**config.mk**
```make
export PLATFORM = sky130hd
export DESIGN_NAME = fpa_delay
export DESIGN_NICKNAME = d
export VERILOG_FILES = /design/src/fixed_point_alu_unit_macros.svh /design/src/fpa_delay.sv
export SDC_FILE = /design/constraint.sdc
export NUM_CORES = 1
export LEC_CHECK = 0
export ABC_AREA = 1
export BUFFER_PORTS_ARGS = -buffer_cell sky130_fd_sc_hd__buf_2
export CAP_MARGIN = 20
export CORE_ASPECT_RATIO = 1.1
export CORE_UTILIZATION = 30
export CTS_CLUSTER_DIAMETER = 120
export CTS_CLUSTER_SIZE = 25
export DETAILED_ROUTE_END_ITERATION = 8
export GPL_TIMING_DRIVEN = 0
export PLACE_DENSITY = 0.51
export SLEW_MARGIN = 0
export SYNTH_ARGS = -nofsm -noshare
export SYNTH_HDL_FRONTEND = slang
export SYNTH_SLANG_ARGS = --single-unit
export TNS_END_PERCENT = 50
```
**constraint.sdc**
```tcl
create_clock -name clk -period 1.75 [get_ports clk]
set_input_delay 0.2625 -clock clk [delete_from_list [all_inputs] [get_ports clk]]
set_output_delay 0.2625 -clock clk [all_outputs]
set_load 0.02 [all_outputs]
```
**src/fixed_point_alu_unit_macros.svh**
```systemverilog
// assertion macros for the fixed-point alu
`ifndef FIXED_POINT_ALU_UNIT_MACROS_SVH
`define FIXED_POINT_ALU_UNIT_MACROS_SVH

`ifndef SYNTHESIS
`define FPA_ASSERT_CLK(lbl, clk_s, rstn_s, prop) \
  lbl: assert property (@(posedge clk_s) disable iff (!rstn_s) (prop)) \
    else $error("fixed point alu check failed");
`define FPA_ASSERT(lbl, prop) `FPA_ASSERT_CLK(lbl, clk, rst_n, prop)
`else
`define FPA_ASSERT_CLK(lbl, clk_s, rstn_s, prop)
`define FPA_ASSERT(lbl, prop)
`endif

`endif

```
**src/fpa_delay.sv**
```systemverilog
module fpa_delay #(
  parameter int WIDTH = 8,
  parameter int DEPTH = 4
) (
  input  logic             clk,
  input  logic             rst_n,
  input  logic             en,
  input  logic             valid_in,
  input  logic [WIDTH-1:0] data_in,
  output logic             valid_out,
  output logic [WIDTH-1:0] data_out
);

  logic [DEPTH-1:0] valid_r;
  logic [WIDTH-1:0] data_r [DEPTH];

  always_ff @(posedge clk) begin
    if (!rst_n) begin
      valid_r <= '0;
    end else if (en) begin
      valid_r <= {valid_r[DEPTH-2:0], valid_in};
    end
  end

  always_ff @(posedge clk) begin
    if (en) begin
      data_r[0] <= data_in;
      for (int i = 1; i < DEPTH; i++) begin
        data_r[i] <= data_r[i-1];
      end
    end
  end

  assign valid_out = valid_r[DEPTH-1];
  assign data_out  = data_r[DEPTH-1];

endmodule
```
==> impl_metrics.yaml <==
placement:
  postPlaceCellArea_mm2: 0.00129
  pre_cts_ws_ps: 423
  routabilityCongestion: 0.566
  port_buffers: 20
final_layout:
  stdcell_area_mm2: 0.00137
  diodes: 0
  drive_gt1_share_pct: 32.1
  areaGrowthSynthToFinish_pct: 21.3
  fin_util_pct: 37.7
  fillers: 349
  nets: 96
cts:
  hold_buffers: 0
  clkTransAtPathRegs_ps: 60
  clock_sinks: 36
  cts_htree_levels: 2
  post_cts_buffers: 0
  cts_resized: 0
  insertion_delay_ps: 280
  cts_buffers: 5
  cts_buffer_depth: 2
  cts-root-buf: "clkbuf_8"
  tritoncts: "built"
yosys:
  synth_top_area_share_pct: 85.2
  synth_warnings: 0
  synthTopCellsByArea: "edfxtp_1, dfxtp_1, nand2_1"
  syn_area_mm2: 0.00113
  ys_ff_latch: 36
  syn_nets: 69
  yosysSeqAreaShare_pct: 92.3
  synthesis.instances: 57
  synth_top_cell_by_area: "edfxtp_1"
  syn_area_per_cell_um2: 19.8
  yosys.cell_types.count: 6
timing:
  setup_viol: 0
  relSlewSlack_pct: 54.1
  rsz0062_at_grt: "no"
  finalHoldViolations: 0
  slew_viol_final: 0
  timing.setup.tns_ps: 0
  fin_worst_skew_ps: 0.871
  setup_ws_ps: 691
  max_freq_ghz: 0.945
  period_share_pct: 60.5
  tightestPinTransition_ps: 688
  period_needed_ps: 1060
critical_path:
  crit_slowest_cell: "edfxtp_1"
  arrival_ps: 800
  cp_max_fo: 1
  cpPeakStageDelay_ps: 360
  critPathKind: "reg2out"
  crit_chain: "buf_2"
  required_ps: 1490
  path_buf_inv: 1
  path_delay_family: "flip-flops"
  worst_setup_path_end_kind: "output port"
  crit_path_start_kind: "flop"
power_and_ir_drop:
  ir_worst_vdd_uv: 429
  pwr-share-seq_pct: 63.1
  power.density_mw_per_mm2: 1170
  switchingPower_uw: 311
  combPwrFrac_pct: 4.3
  leakagePower_nw: 0.525
  swShare_pct: 19.4
  power_frac_clock_pct: 32.6
  p_int_mw: 1.29
detailed_routing:
  vias: 490
  drc: 0
  ant_nets: 0
  drt_first_pass_iters: 4
  vias_per_cell: 3.66
  routed_wl_um: 1180
  wl_per_cell_um: 8.81
  drtIter0Drc: 21
floorplan:
  ios: 21
  die_area_mm2: 0.00401
  start_util_pct: 31.1
  core_mm2: 0.00363
  die_x_um: 60.4
  rows: 23
  fp.dieH_um: 66.3
global_route:
  antenna_found_initial: 0
  grt_pass1_wl_um: 1870
  grtUsageTotal_pct: 7.46
  gr-total-overflow: 0
  grt_pass1_vias: 460
  grt_max_degree: 34
flow_run:
  drv_cap: 0
min_path:
  hold_path.class: "in2reg"
outcome:
  outcome: "finished clean"
-- worst paths after layout --
path,start,to,slack (ps),cells past startpoint
worst min-delay path,data_in[3],data_r[0][3],160,1
worst max register to register,data_r[0][1],data_r[1][1],1130,0
worst max-delay path,data_r[3][2],data_out[2],690,1
worst min register to register,data_r[1][7],data_r[2][7],420,0
-- placed cells by master, fill, tap and decap left out --
cell type,instances
dfxtp_1,4
clkbuf_1,1
buf_2,20
buf_6,1
nand2_1,8
edfxtp_1,32
nor2_1,8
clkbuf_8,5
inv_1,4
clkinv_2,1
-- routing by layer --
metal	vias up	global-route usage [%]	routed length, µm
met4	0	7.67	57
met3	5	5.28	100
met5	-	0	0
met2	21	11.5	571
met1	213	5.59	451
li1	251	-	-
-- metrics by stage --
step | total power, mW | cells | hold slack, ps
final | 1.61 | 134 | 156
after global routing | 1.68 | 134 | 137
after CTS | 1.63 | 134 | 145
after detailed placement | 1.10 | 127 | 405
after global placement | 1.10 | 127 | 400
after floorplan | 1.06 | 57 | 361
-- state kept, by name, summed over array words and instances, names as in the netlist --
signal,cells
data_r,32
valid_r,4
-- layout make-up --
type / instances / area (µm²) / area share (%)
Sequential cell: 36 / 1040 / 76.1
Timing Repair Buffer: 20 / 100 / 7.32
Clock buffer: 6 / 72.6 / 5.31
Tap cell: 50 / 62.6 / 4.57
Multi-Input combinational cell: 16 / 60.1 / 4.39
Inverter: 4 / 15.0 / 1.10
Buffer: 1 / 11.3 / 0.823
Clock inverter: 1 / 5.00 / 0.366
-- cell usage after synthesis, drive strengths merged --
master	number
edfxtp	32
dfxtp	4
nor2	8
nand2	8
buf	1
inv	4
-- cells by family after synthesis --
family	count (synthesis)	share of synthesized area (%)
buf+inv	5	2.33
flops	36	92.3
simple gates	16	5.33
-- power by group through the flow --
stage	sequential (mW)	clock [mW]	combinational [mW]
2_1_floorplan	1.05	0	0.0155
3_3_place_gp	1.03	0	0.0677
3_5_place_dp	1.03	0	0.0703
4_1_cts	1.01	0.547	0.0703
5_1_grt	1.02	0.581	0.0786
6_report	1.01	0.523	0.0691
Note: power is estimated with default switching activity, not from simulation.
